[src/design/smx_pkg.sv]
`default_nettype none
// ----------------------------------------------------------------------------
// smx_pkg: shared types and constants for the softmax/argmax classifier
// Holds widths, the fraction table and the controller-datapath command types.
// ----------------------------------------------------------------------------
package smx_pkg;

  localparam int CLASSES     = 6;
  localparam int SCORE_WIDTH = 16;
  localparam int IDX_W       = 3;
  localparam int EXP_W       = 17;
  localparam int SUM_W       = 20;
  localparam int PROB_W      = 16;
  localparam int DIV_STEPS   = 34;
  localparam int DIVC_W      = 6;
  localparam logic [16:0] LOG2E_Q16 = 17'd94548;
  localparam logic [31:0] FRAC_STEP = 32'd4283353945;

  typedef logic [IDX_W-1:0] idx_t;

  typedef struct packed {
    logic load;
    logic clr_sum;
    logic exp_issue;
    logic exp_acc;
    logic div_start;
    logic emit;
    idx_t sel;
    logic last;
  } smx_cmd_t;

  typedef struct packed {
    logic vec_done;
    logic div_done;
  } smx_sts_t;

  // 2^(-f/256) in Q1.16 for f = 0..255, packed entry by entry
  function automatic logic [256*EXP_W-1:0] frac_rom_build();
    logic [256*EXP_W-1:0] tab;
    logic [63:0]          p;
    tab = '0;
    p   = 64'd1 << 32;
    for (int k = 0; k < 256; k++) begin
      tab[k*EXP_W +: EXP_W] = EXP_W'((p + 64'd32768) >> 16);
      p = (p * {32'd0, FRAC_STEP} + (64'd1 << 31)) >> 32;
    end
    return tab;
  endfunction

  localparam logic [256*EXP_W-1:0] FRAC_ROM = frac_rom_build();

endpackage
`default_nettype wire

[src/design/softmax_argmax_classifier.sv]
`default_nettype none
// ----------------------------------------------------------------------------
// softmax_argmax_classifier: softmax with argmax over CLASSES scores
// A non-final score is stored without raising busy; the final score holds busy
// through the exponent pass, then per class a start state, a 34-step serial
// divide and an emit state; the last result shows on the first idle cycle.
// No new score is taken while busy; the receiver cannot stall.
// Reset clears fill count, running max and the sequencer.
// ----------------------------------------------------------------------------
module softmax_argmax_classifier (
  input  wire  logic                       clk,
  input  wire  logic                       rst,
  input  wire  logic                       start,
  input  wire  logic signed [15:0]         score,
  output       logic                       busy,
  output       logic                       strobe,
  output       logic [15:0]                probability,
  output       logic [2:0]                 class_index,
  output       logic [2:0]                 winner,
  output       logic                       last
);
  import smx_pkg::*;

  smx_cmd_t cmd;
  smx_sts_t sts;

  smx_ctrl u_ctrl (
    .clk   (clk),
    .rst   (rst),
    .start (start),
    .sts   (sts),
    .cmd   (cmd),
    .busy  (busy)
  );

  smx_datapath u_dp (
    .clk         (clk),
    .rst         (rst),
    .score       (score),
    .cmd         (cmd),
    .sts         (sts),
    .strobe      (strobe),
    .probability (probability),
    .class_index (class_index),
    .winner      (winner),
    .last        (last)
  );

  a_emit_strobe: assert property (@(posedge clk) disable iff (rst)
    cmd.emit |=> strobe) else $error("emit without strobe");
  a_load_idle: assert property (@(posedge clk) disable iff (rst)
    cmd.load |-> !busy) else $error("load while busy");
  a_end_idle: assert property (@(posedge clk) disable iff (rst)
    (strobe && last) |-> !busy) else $error("busy after final result");

endmodule
`default_nettype wire

[src/design/smx_ctrl.sv]
`default_nettype none
// ----------------------------------------------------------------------------
// smx_ctrl: sequencer for the softmax/argmax classifier
// Walks the exponent pass, then per class one division followed by an emit.
// ----------------------------------------------------------------------------
module smx_ctrl (
  input  wire  logic              clk,
  input  wire  logic              rst,
  input  wire  logic              start,
  input  wire  smx_pkg::smx_sts_t sts,
  output       smx_pkg::smx_cmd_t cmd,
  output       logic              busy
);
  import smx_pkg::*;

  typedef enum logic [4:0] {
    S_IDLE = 5'b00001,
    S_EXP  = 5'b00010,
    S_DIVS = 5'b00100,
    S_DIVW = 5'b01000,
    S_EMIT = 5'b10000
  } state_t;

  state_t state, state_next;
  idx_t   cnt, cnt_next;
  logic   acc, acc_next;

  always_comb begin
    state_next = state;
    cnt_next   = cnt;
    acc_next   = 1'b0;
    cmd        = '0;
    cmd.sel    = cnt;
    cmd.last   = (cnt == idx_t'(CLASSES - 1));
    unique case (state)
      S_IDLE: begin
        cmd.load = start;
        if (start && sts.vec_done) begin
          state_next  = S_EXP;
          cnt_next    = '0;
          cmd.clr_sum = 1'b1;
        end
      end
      S_EXP: begin
        cmd.exp_issue = 1'b1;
        cmd.exp_acc   = acc;
        acc_next      = 1'b1;
        if (cnt == idx_t'(CLASSES - 1)) begin
          state_next = S_DIVS;
          cnt_next   = '0;
        end else begin
          cnt_next = cnt + 1'b1;
        end
      end
      S_DIVS: begin
        cmd.exp_acc   = acc;
        cmd.div_start = ~acc;
        if (!acc) state_next = S_DIVW;
      end
      S_DIVW: begin
        if (sts.div_done) state_next = S_EMIT;
      end
      S_EMIT: begin
        cmd.emit = 1'b1;
        if (cnt == idx_t'(CLASSES - 1)) begin
          state_next = S_IDLE;
          cnt_next   = '0;
        end else begin
          state_next = S_DIVS;
          cnt_next   = cnt + 1'b1;
        end
      end
      default: state_next = S_IDLE;
    endcase
  end

  always_ff @(posedge clk) begin
    if (rst) begin
      state <= S_IDLE;
      cnt   <= '0;
      acc   <= 1'b0;
    end else begin
      state <= state_next;
      cnt   <= cnt_next;
      acc   <= acc_next;
    end
  end

  assign busy = (state != S_IDLE);

endmodule
`default_nettype wire

[src/design/smx_datapath.sv]
`default_nettype none
// ----------------------------------------------------------------------------
// smx_datapath: score store, running max, exponent unit and serial divider
// Exponent is pipelined two stages; division is restoring, one bit a cycle.
// ----------------------------------------------------------------------------
module smx_datapath (
  input  wire  logic                          clk,
  input  wire  logic                          rst,
  input  wire  logic signed [15:0]            score,
  input  wire  smx_pkg::smx_cmd_t             cmd,
  output       smx_pkg::smx_sts_t             sts,
  output       logic                          strobe,
  output       logic [smx_pkg::PROB_W-1:0]    probability,
  output       logic [smx_pkg::IDX_W-1:0]     class_index,
  output       logic [smx_pkg::IDX_W-1:0]     winner,
  output       logic                          last
);
  import smx_pkg::*;

  logic signed [SCORE_WIDTH-1:0] score_store [CLASSES];
  logic [EXP_W-1:0]              exp_store   [CLASSES];
  logic [IDX_W-1:0]              fill_count;
  logic signed [SCORE_WIDTH-1:0] running_max;
  idx_t                          max_position;
  logic [SUM_W-1:0]              exp_sum;

  logic signed [SCORE_WIDTH-1:0] s_in;
  logic                          first;
  logic                          vec_done;
  assign s_in     = SCORE_WIDTH'(score);
  assign first    = (fill_count == '0);
  assign vec_done = (fill_count == IDX_W'(CLASSES - 1));

  always_ff @(posedge clk) begin
    if (rst) begin
      fill_count   <= '0;
      running_max  <= {1'b1, {(SCORE_WIDTH-1){1'b0}}};
      max_position <= '0;
    end else if (cmd.load) begin
      if (first || s_in > running_max) begin
        running_max  <= s_in;
        max_position <= fill_count;
      end
      fill_count <= vec_done ? '0 : fill_count + 1'b1;
    end else if (cmd.emit && cmd.last) begin
      running_max  <= {1'b1, {(SCORE_WIDTH-1){1'b0}}};
      max_position <= '0;
    end
  end

  logic signed [SCORE_WIDTH-1:0] vec_max;
  assign vec_max = running_max;

  always_ff @(posedge clk) begin
    if (cmd.load) score_store[fill_count] <= s_in;
  end

  // stage 1: distance times log2(e)
  logic [SCORE_WIDTH-1:0]  distance;
  logic [SCORE_WIDTH+17:0] v_prod;
  idx_t  e_idx;
  assign distance = $unsigned(SCORE_WIDTH'(vec_max - score_store[cmd.sel]));
  always_ff @(posedge clk) begin
    if (cmd.exp_issue) begin
      v_prod <= (SCORE_WIDTH+18)'(distance) * (SCORE_WIDTH+18)'(LOG2E_Q16)
                + (SCORE_WIDTH+18)'(32768);
      e_idx  <= cmd.sel;
    end
  end

  // stage 2: base-2 split and table lookup
  logic [SCORE_WIDTH+1:0] v;
  logic [SCORE_WIDTH-7:0] n;
  logic [EXP_W-1:0]       frac_val;
  logic [EXP_W-1:0]       e_val;
  assign v        = v_prod[SCORE_WIDTH+17:16];
  assign n        = v[SCORE_WIDTH+1:8];
  assign frac_val = FRAC_ROM[int'(v[7:0])*EXP_W +: EXP_W];
  assign e_val    = (n >= (SCORE_WIDTH-6)'(17)) ? '0 : (frac_val >> n[4:0]);

  always_ff @(posedge clk) begin
    if (cmd.exp_acc) exp_store[e_idx] <= e_val;
  end

  always_ff @(posedge clk) begin
    if (rst) exp_sum <= '0;
    else if (cmd.clr_sum) exp_sum <= '0;
    else if (cmd.exp_acc) exp_sum <= exp_sum + SUM_W'(e_val);
  end

  // serial restoring divider: (e*65536 + sum/2) / sum
  logic [EXP_W+16:0]  dvd;
  logic [SUM_W:0]     rem;
  logic [DIVC_W-1:0]  dcnt;
  logic               dbusy;
  logic [SUM_W+1:0]   trial;
  assign trial = {rem, dvd[EXP_W+16]} - {2'b0, exp_sum};

  always_ff @(posedge clk) begin
    if (rst) begin
      dbusy <= 1'b0;
      dcnt  <= '0;
    end else if (cmd.div_start) begin
      dvd   <= {exp_store[cmd.sel], 16'd0} + (EXP_W+17)'(exp_sum >> 1);
      rem   <= '0;
      dbusy <= 1'b1;
      dcnt  <= '0;
    end else if (dbusy) begin
      if (!trial[SUM_W+1]) begin
        rem <= trial[SUM_W:0];
        dvd <= {dvd[EXP_W+15:0], 1'b1};
      end else begin
        rem <= {rem[SUM_W-1:0], dvd[EXP_W+16]};
        dvd <= {dvd[EXP_W+15:0], 1'b0};
      end
      dcnt <= dcnt + 1'b1;
      if (dcnt == DIVC_W'(DIV_STEPS - 1)) dbusy <= 1'b0;
    end
  end

  assign sts = '{vec_done: vec_done,
                 div_done: dbusy && (dcnt == DIVC_W'(DIV_STEPS - 1))};

  logic [PROB_W-1:0] q_sat;
  assign q_sat = (dvd[EXP_W+16:16] != '0) ? '1 : dvd[15:0];

  always_ff @(posedge clk) begin
    if (rst) strobe <= 1'b0;
    else     strobe <= cmd.emit;
    if (cmd.emit) begin
      probability <= q_sat;
      class_index <= cmd.sel;
      winner      <= max_position;
      last        <= cmd.last;
    end
  end

endmodule
`default_nettype wire

[config.mk]
export PLATFORM = sky130hd
export DESIGN_NAME = softmax_argmax_classifier
export DESIGN_NICKNAME = d
export VERILOG_FILES = /design/src/design/smx_pkg.sv /design/src/design/softmax_argmax_classifier.sv /design/src/design/smx_ctrl.sv /design/src/design/smx_datapath.sv
export SDC_FILE = /design/constraint.sdc
export NUM_CORES = 1
export LEC_CHECK = 0
export ABC_AREA = 1
export BUFFER_PORTS_ARGS = -buffer_cell sky130_fd_sc_hd__buf_4
export CAP_MARGIN = 20
export CORE_MARGIN = 1
export CORE_UTILIZATION = 55
export CTS_CLUSTER_SIZE = 20
export DETAILED_ROUTE_END_ITERATION = 8
export PLACE_DENSITY = 0.73
export SLEW_MARGIN = 20
export SYNTH_ARGS = -nofsm -noshare
export SYNTH_HDL_FRONTEND = slang
export SYNTH_SLANG_ARGS = --single-unit
export TNS_END_PERCENT = 5
[constraint.sdc]
create_clock -name clk -period 8.7 [get_ports clk]
set_clock_uncertainty 0.05 [all_clocks]
set_input_delay 0.435 -clock clk [delete_from_list [all_inputs] [get_ports clk]]
set_output_delay 0.435 -clock clk [all_outputs]
set_load 0.005 [all_outputs]
==> flow_summary.ini, run 1 <==
[status]
status = finished clean

[synth]
synthArstFlopShare_pct = 0
ys_ff_latch = 359
synthFlopType = edfxtp_1
synthSimpleGateAreaFrac_pct = 23.87
syn_area_per_cell_um2 = 8.089
synth_edf_count = 297
synth-compound-area-share_pct = 11.79
synth_cells = 3301
netlist_top_cells_area = edfxtp_1, nand2_1, ha_1, fa_1, inv_1
yosys_warnings = 0
syn_nets = 3603
ys_seq_area_share_pct = 38.05
synth_xor_area_share_pct = 3.140
synth_top_family_by_area = simple AND/OR/NAND/NOR gates
synthAdderAreaFrac_pct = 15.23
synth_cell_types = 72
synth_top_area_share_pct = 33.40
muxShareOfSynthArea_pct = 0
netlist_area_um2 = 26700
synth.largest_area_cell = edfxtp_1

[global_route]
groute.usage.overall_pct = 32.23
grt_pass1_vias = 22949
overflow = 0
grt_max_degree = 66
antenna_found_initial = 0
grt_pass1_wl_um = 125300

[floorplanning]
core-area_um2 = 47850
start_util_pct = 55.81
die_x_um = 222.3
io_pins = 44
die_h_um = 222.3
num_rows = 80
dieArea_um2 = 49430

[drt]
drt-initial-drc-count = 2666
remaining_drc_errors = 0
wl_per_cell_um = 20.25
dr.pass1.iters = 6
wl_um = 80180
routed_via_density = 5.995
ant_nets = 0
vias = 23735

[sta]
relSlewSlack_pct = 26.62
drv_slew = 0
finalSetupViolCount = 0
worst_hold_slack_ps = 56.16
rsz0062_at_grt = no
hold_violations = 0
worstMarginPinSlew_ps = 1099
final.period_utilization_pct = 93.99
fin_crit_ps = 8177
fmax_mhz = 122.3
tns_ps = 0

[worst_setup_path]
critPathRequiredTime_ps = 8960
cp_max_fo = 16
crit_slowest_cell = xnor2_1
endpoint_kind = flop
slowest_delay_ps = 750
reg2reg_setup_slack_ps = 520
cpMostUsedCell = nor2_1
crit_type = reg2reg
r2r_cells = 34
cp-start-kind = flop
cp.arrival_ps = 8430

[placed_design]
dp_hpwl_um = 58770
place_congestion = 1.000
port_buffers = 43

[finish]
layout-drive-gt1-share_pct = 7.685
fin_nets = 3614
syn2layout_area_growth_pct = 8.782
diodes = 0

[clock_network]
clk_pin_slew_worst_paths_ps = 70
clock_latency_ps = 570
cts_tree = done
cts_sinks = 359
cts-buffers-inserted = 40
clk_path_buf_depth = 3
htreeDepth = 2
cts_root_buffer = clkbuf_16

[worst_hold_path]
hold_path.startpoint = score[0]
min_path_cells = 1
hp-class = in2reg

[job]
maxCapViolations = 0
==> sequential cells by signal, summed over array words and instances (netlist names), 16 cells and up, named ones only <==
name              cells
u_dp.rem             21
u_dp.exp_sum         20
u_dp.v_prod          18
u_dp.probability     16
u_dp.score_store     96
u_dp.exp_store      102
u_dp.running_max     16
u_dp.dvd             34
==> what timing repair did <==
action                     CTS  global route
buffers inserted             0             1
hold buffers                 0             0
resized for setup            0            28
setup endpoints to repair    0            12
==> cells in the final DEF, fill, tap and decap left out, types with 7 or more instances in the layout <==
| cell type | netlist | layout |
|---|---|---|
| clkbuf_16 | 0 | 41 |
| edfxtp_1 | 297 | 297 |
| nand2_2 | 10 | 11 |
| nor3_2 | 3 | 9 |
| fa_1 | 70 | 70 |
| nor3_1 | 32 | 26 |
| nand3_1 | 275 | 275 |
| o21ai_0 | 202 | 198 |
| ha_1 | 213 | 208 |
| xor2_1 | 53 | 51 |
| nand2_1 | 789 | 788 |
| dfxtp_1 | 62 | 59 |
| a32o_1 | 10 | 10 |
| buf_4 | 23 | 95 |
| o21ai_1 | 35 | 39 |
| clkinv_1 | 5 | 12 |
| nand3b_1 | 9 | 9 |
| inv_2 | 11 | 11 |
| a211oi_1 | 7 | 7 |
| a21oi_1 | 228 | 225 |
| nor2_1 | 266 | 260 |
| inv_1 | 370 | 370 |
| nor2_2 | 7 | 13 |
| o211ai_1 | 9 | 9 |
| o22ai_1 | 23 | 23 |
| o21bai_1 | 9 | 8 |
| xnor2_1 | 34 | 34 |
| nor4_1 | 14 | 9 |
| clkbuf_1 | 51 | 8 |
| nand4_1 | 50 | 50 |
==> layer usage <==
metal,part of all wire (%),track usage (%),up-vias
met5,0,0,-
met4,4.2,13.08,0
met3,8.8,6.043,250
met2,45,52.21,1178
met1,42,42.58,11144
li1,-,-,11163
==> final cells by class <==
class                           instances  area, um^2
Sequential cell                       359       10160
Inverter                              388        1461
Multi-Input combinational cell       2424       14580
Clock buffer                           50        1070
Fill cell                            4202       18800
Clock inverter                         24       232.7
Timing Repair Buffer                   99       767.0
Tap cell                              615       769.5
==> cells by family after synthesis <==
family          Yosys count
compound gates          569
xor+xnor                 91
fa+ha+maj               283
buf+inv                 518
flops                   359
simple gates           1481
==> Yosys cell counts (10+ instances only) <==
| cell type | number |
|---|---|
| a32o_1 | 10 |
| nor4_1 | 14 |
| dfxtp_1 | 62 |
| fa_1 | 70 |
| ha_1 | 213 |
| nand2_2 | 10 |
| o21ai_0 | 202 |
| edfxtp_1 | 297 |
| nand4_1 | 50 |
| nor2_1 | 266 |
| clkbuf_1 | 51 |
| nand2_1 | 789 |
| inv_2 | 11 |
| xor2_1 | 53 |
| xnor2_1 | 34 |
| o21ai_1 | 35 |
| inv_1 | 370 |
| buf_2 | 44 |
| a21oi_1 | 228 |
| buf_4 | 23 |
| o22ai_1 | 23 |
| nand3_1 | 275 |
| nor3_1 | 32 |
==> worst max-delay path: cells and delay by family (launching register included) <==
family	cells	cell delay [ps]
adders and majority gates	8	3510
xor gates and xnor gates	2	980
and+or+nand+nor	12	1450
AOI/OAI and AO/OA	5	730
buffers and inverters	7	840
DFF	1	330
==> per-stage QoR <==
step                      cell area (um^2)  cells  utilization (%)  setup WS, ps
after detailed placement             27650   3884            57.79         242.3
after global placement               27650   3884            57.79         438.7
after CTS                            28950   3958            60.52         186.0
after floorplan                      26700   3301                -         253.7
final                                29050   3959            60.71         523.2
after global routing                 29050   3959            60.71         28.17
==> final timing paths <==
path,endpoint
worst min-delay path,u_dp.score_store[2][0]
worst max register to register,u_dp.v_prod[29]
worst max-delay path,u_dp.v_prod[29]
worst min register to register,u_dp.winner[2]
Power of run 1 is left out: the tool's default activity adds up to more than one toggle a clock period on the data nets, which glitch-free logic cannot reach.
==> run 2: changes to the inputs <==
Settings changed: BUFFER_PORTS_ARGS -buffer_cell sky130_fd_sc_hd__buf_4 to not set, DONT_BUFFER_PORTS set to 1, PLACE_DENSITY 0.73 to 0.72.
==> flow_summary.ini, run 2 (synthesis gave the netlist of run 1 again) <==
[sta]
fin_crit_ps = 8319
hold_violations = 0
fmax_mhz = 120.2
final.period_utilization_pct = 95.62
relSlewSlack_pct = 25.90
drv_slew = 0
finalSetupViolCount = 0
worstMarginPinSlew_ps = 1108

[drt]
vias = 23477
routed_via_density = 5.977
wl_um = 82050
remaining_drc_errors = 0
wl_per_cell_um = 20.89
drt-initial-drc-count = 2528
dr.pass1.iters = 8
ant_nets = 0

[finish]
final-seq-area_um2 = 10160
regMostFlops = u_dp.exp_store
layout-drive-gt1-share_pct = 6.308
largestRegisters = u_dp.exp_store: 102 flops, u_dp.score_store: 96 flops, u_dp.dvd: 34 flops
multi_input_area_um2 = 14580
final_common_cell = nand2_1
largest_reg_flops = 102
fill_cells = 4235
fin_nets = 3586
final_cell_mix = nand2_1, inv_1, edfxtp_1
diodes = 0
syn2layout_area_growth_pct = 8.341
fin_util_pct = 60.46

[worst_setup_path]
crit_type = reg2reg
endpoint_kind = flop
cp.arrival_ps = 8590
cpMostUsedCell = inv_1
crit_slowest_cell = fa_1
cp_max_fo = 14
slowest_delay_ps = 570
reg2reg_setup_slack_ps = 380
critPathRequiredTime_ps = 8970
cp-start-kind = flop

[floorplanning]
die_h_um = 222.3
core-area_um2 = 47850
io_pins = 44
dieArea_um2 = 49430
die_x_um = 222.3
num_rows = 80
start_util_pct = 55.81

[global_route]
overflow = 0
grt_pass1_vias = 23014
antenna_found_initial = 0
grt_max_degree = 57
groute.usage.overall_pct = 32.94
grt_pass1_wl_um = 127200

[placed_design]
dp_hpwl_um = 59850
port_buffers = 0
place_congestion = 1.025

[job]
maxCapViolations = 0

[worst_hold_path]
hp-class = in2reg

[clock_network]
postCtsSetupBuffers = 0
cts_tree = done
htreeDepth = 2
clk_pin_slew_worst_paths_ps = 60
clock_latency_ps = 570
cts-buffers-inserted = 39
cts_root_buffer = clkbuf_16
clk_path_buf_depth = 3
cts_sinks = 359

[status]
status = finished clean
## run 2: changes by cell type in the layout (fill, tap and decap cells not counted), sizes merged
cell / change
dlygate4sd3: +17
buf: -44
clkinvlp: -3
clkinv: +2
clkbuf: -5
bufinv: +5
inv: -3
## run 2: stage by stage
stage                     hold slack (ps)  setup TNS [ps]  setup slack (ps)  area (um^2)  std cells
after floorplan                     358.9               0             253.7        26700       3301
after global placement              371.9               0             421.7        27330       3840
after detailed placement            377.3               0             250.4        27330       3840
after CTS                           44.14               0             222.4        28870       3927
after global routing                87.43          -8.744            -8.744        28930       3928
final                               83.79               0             381.3        28930       3928
## run 2: area by class of cell
type,count,area share (%)
clock buffers,45,3.555
clock inverters,25,1.176
inverters,388,5.061
multi-input cells,2424,50.39
flip-flops and latches,359,35.13
well taps,615,2.660
repair buffers,72,2.029
## run 2: path summary, 6_finish.rpt
check / cells past startpoint / start / end
worst max-delay path: 39 / flop / u_dp.v_prod[29]
worst min-delay path: 2 / rst / u_dp.running_max[15]
worst max register to register: 39 / flop / u_dp.v_prod[29]
worst min register to register: 0 / u_dp.max_position[2] / u_dp.winner[2]
## run 2: routing by layer
layer	vias to the layer above	routed length, um	global-route usage (%)
li1	11106	-	-
met1	11209	34930	43.99
met4	0	2776	11.61
met2	958	38090	54.09
met3	204	6248	5.581
met5	-	0	0
## run 2: critical path: cells and delay by family (launching register included)
kind | cells | cell delay (ps)
adder cells (fa/ha/maj) | 9 | 3630
AND/OR/NAND/NOR | 12 | 1370
AO/OA/AOI/OAI | 7 | 1360
buffers and inverters | 9 | 830
flip-flops | 1 | 450
XOR/XNOR | 2 | 380
## run 2: timing repair
item                                   CTS  global route
resized for setup                        0            19
setup endpoints to repair                0            14
endpoints found under the hold margin  122             0
hold buffers                            17             0
Power of run 2 is left out for the same reason.
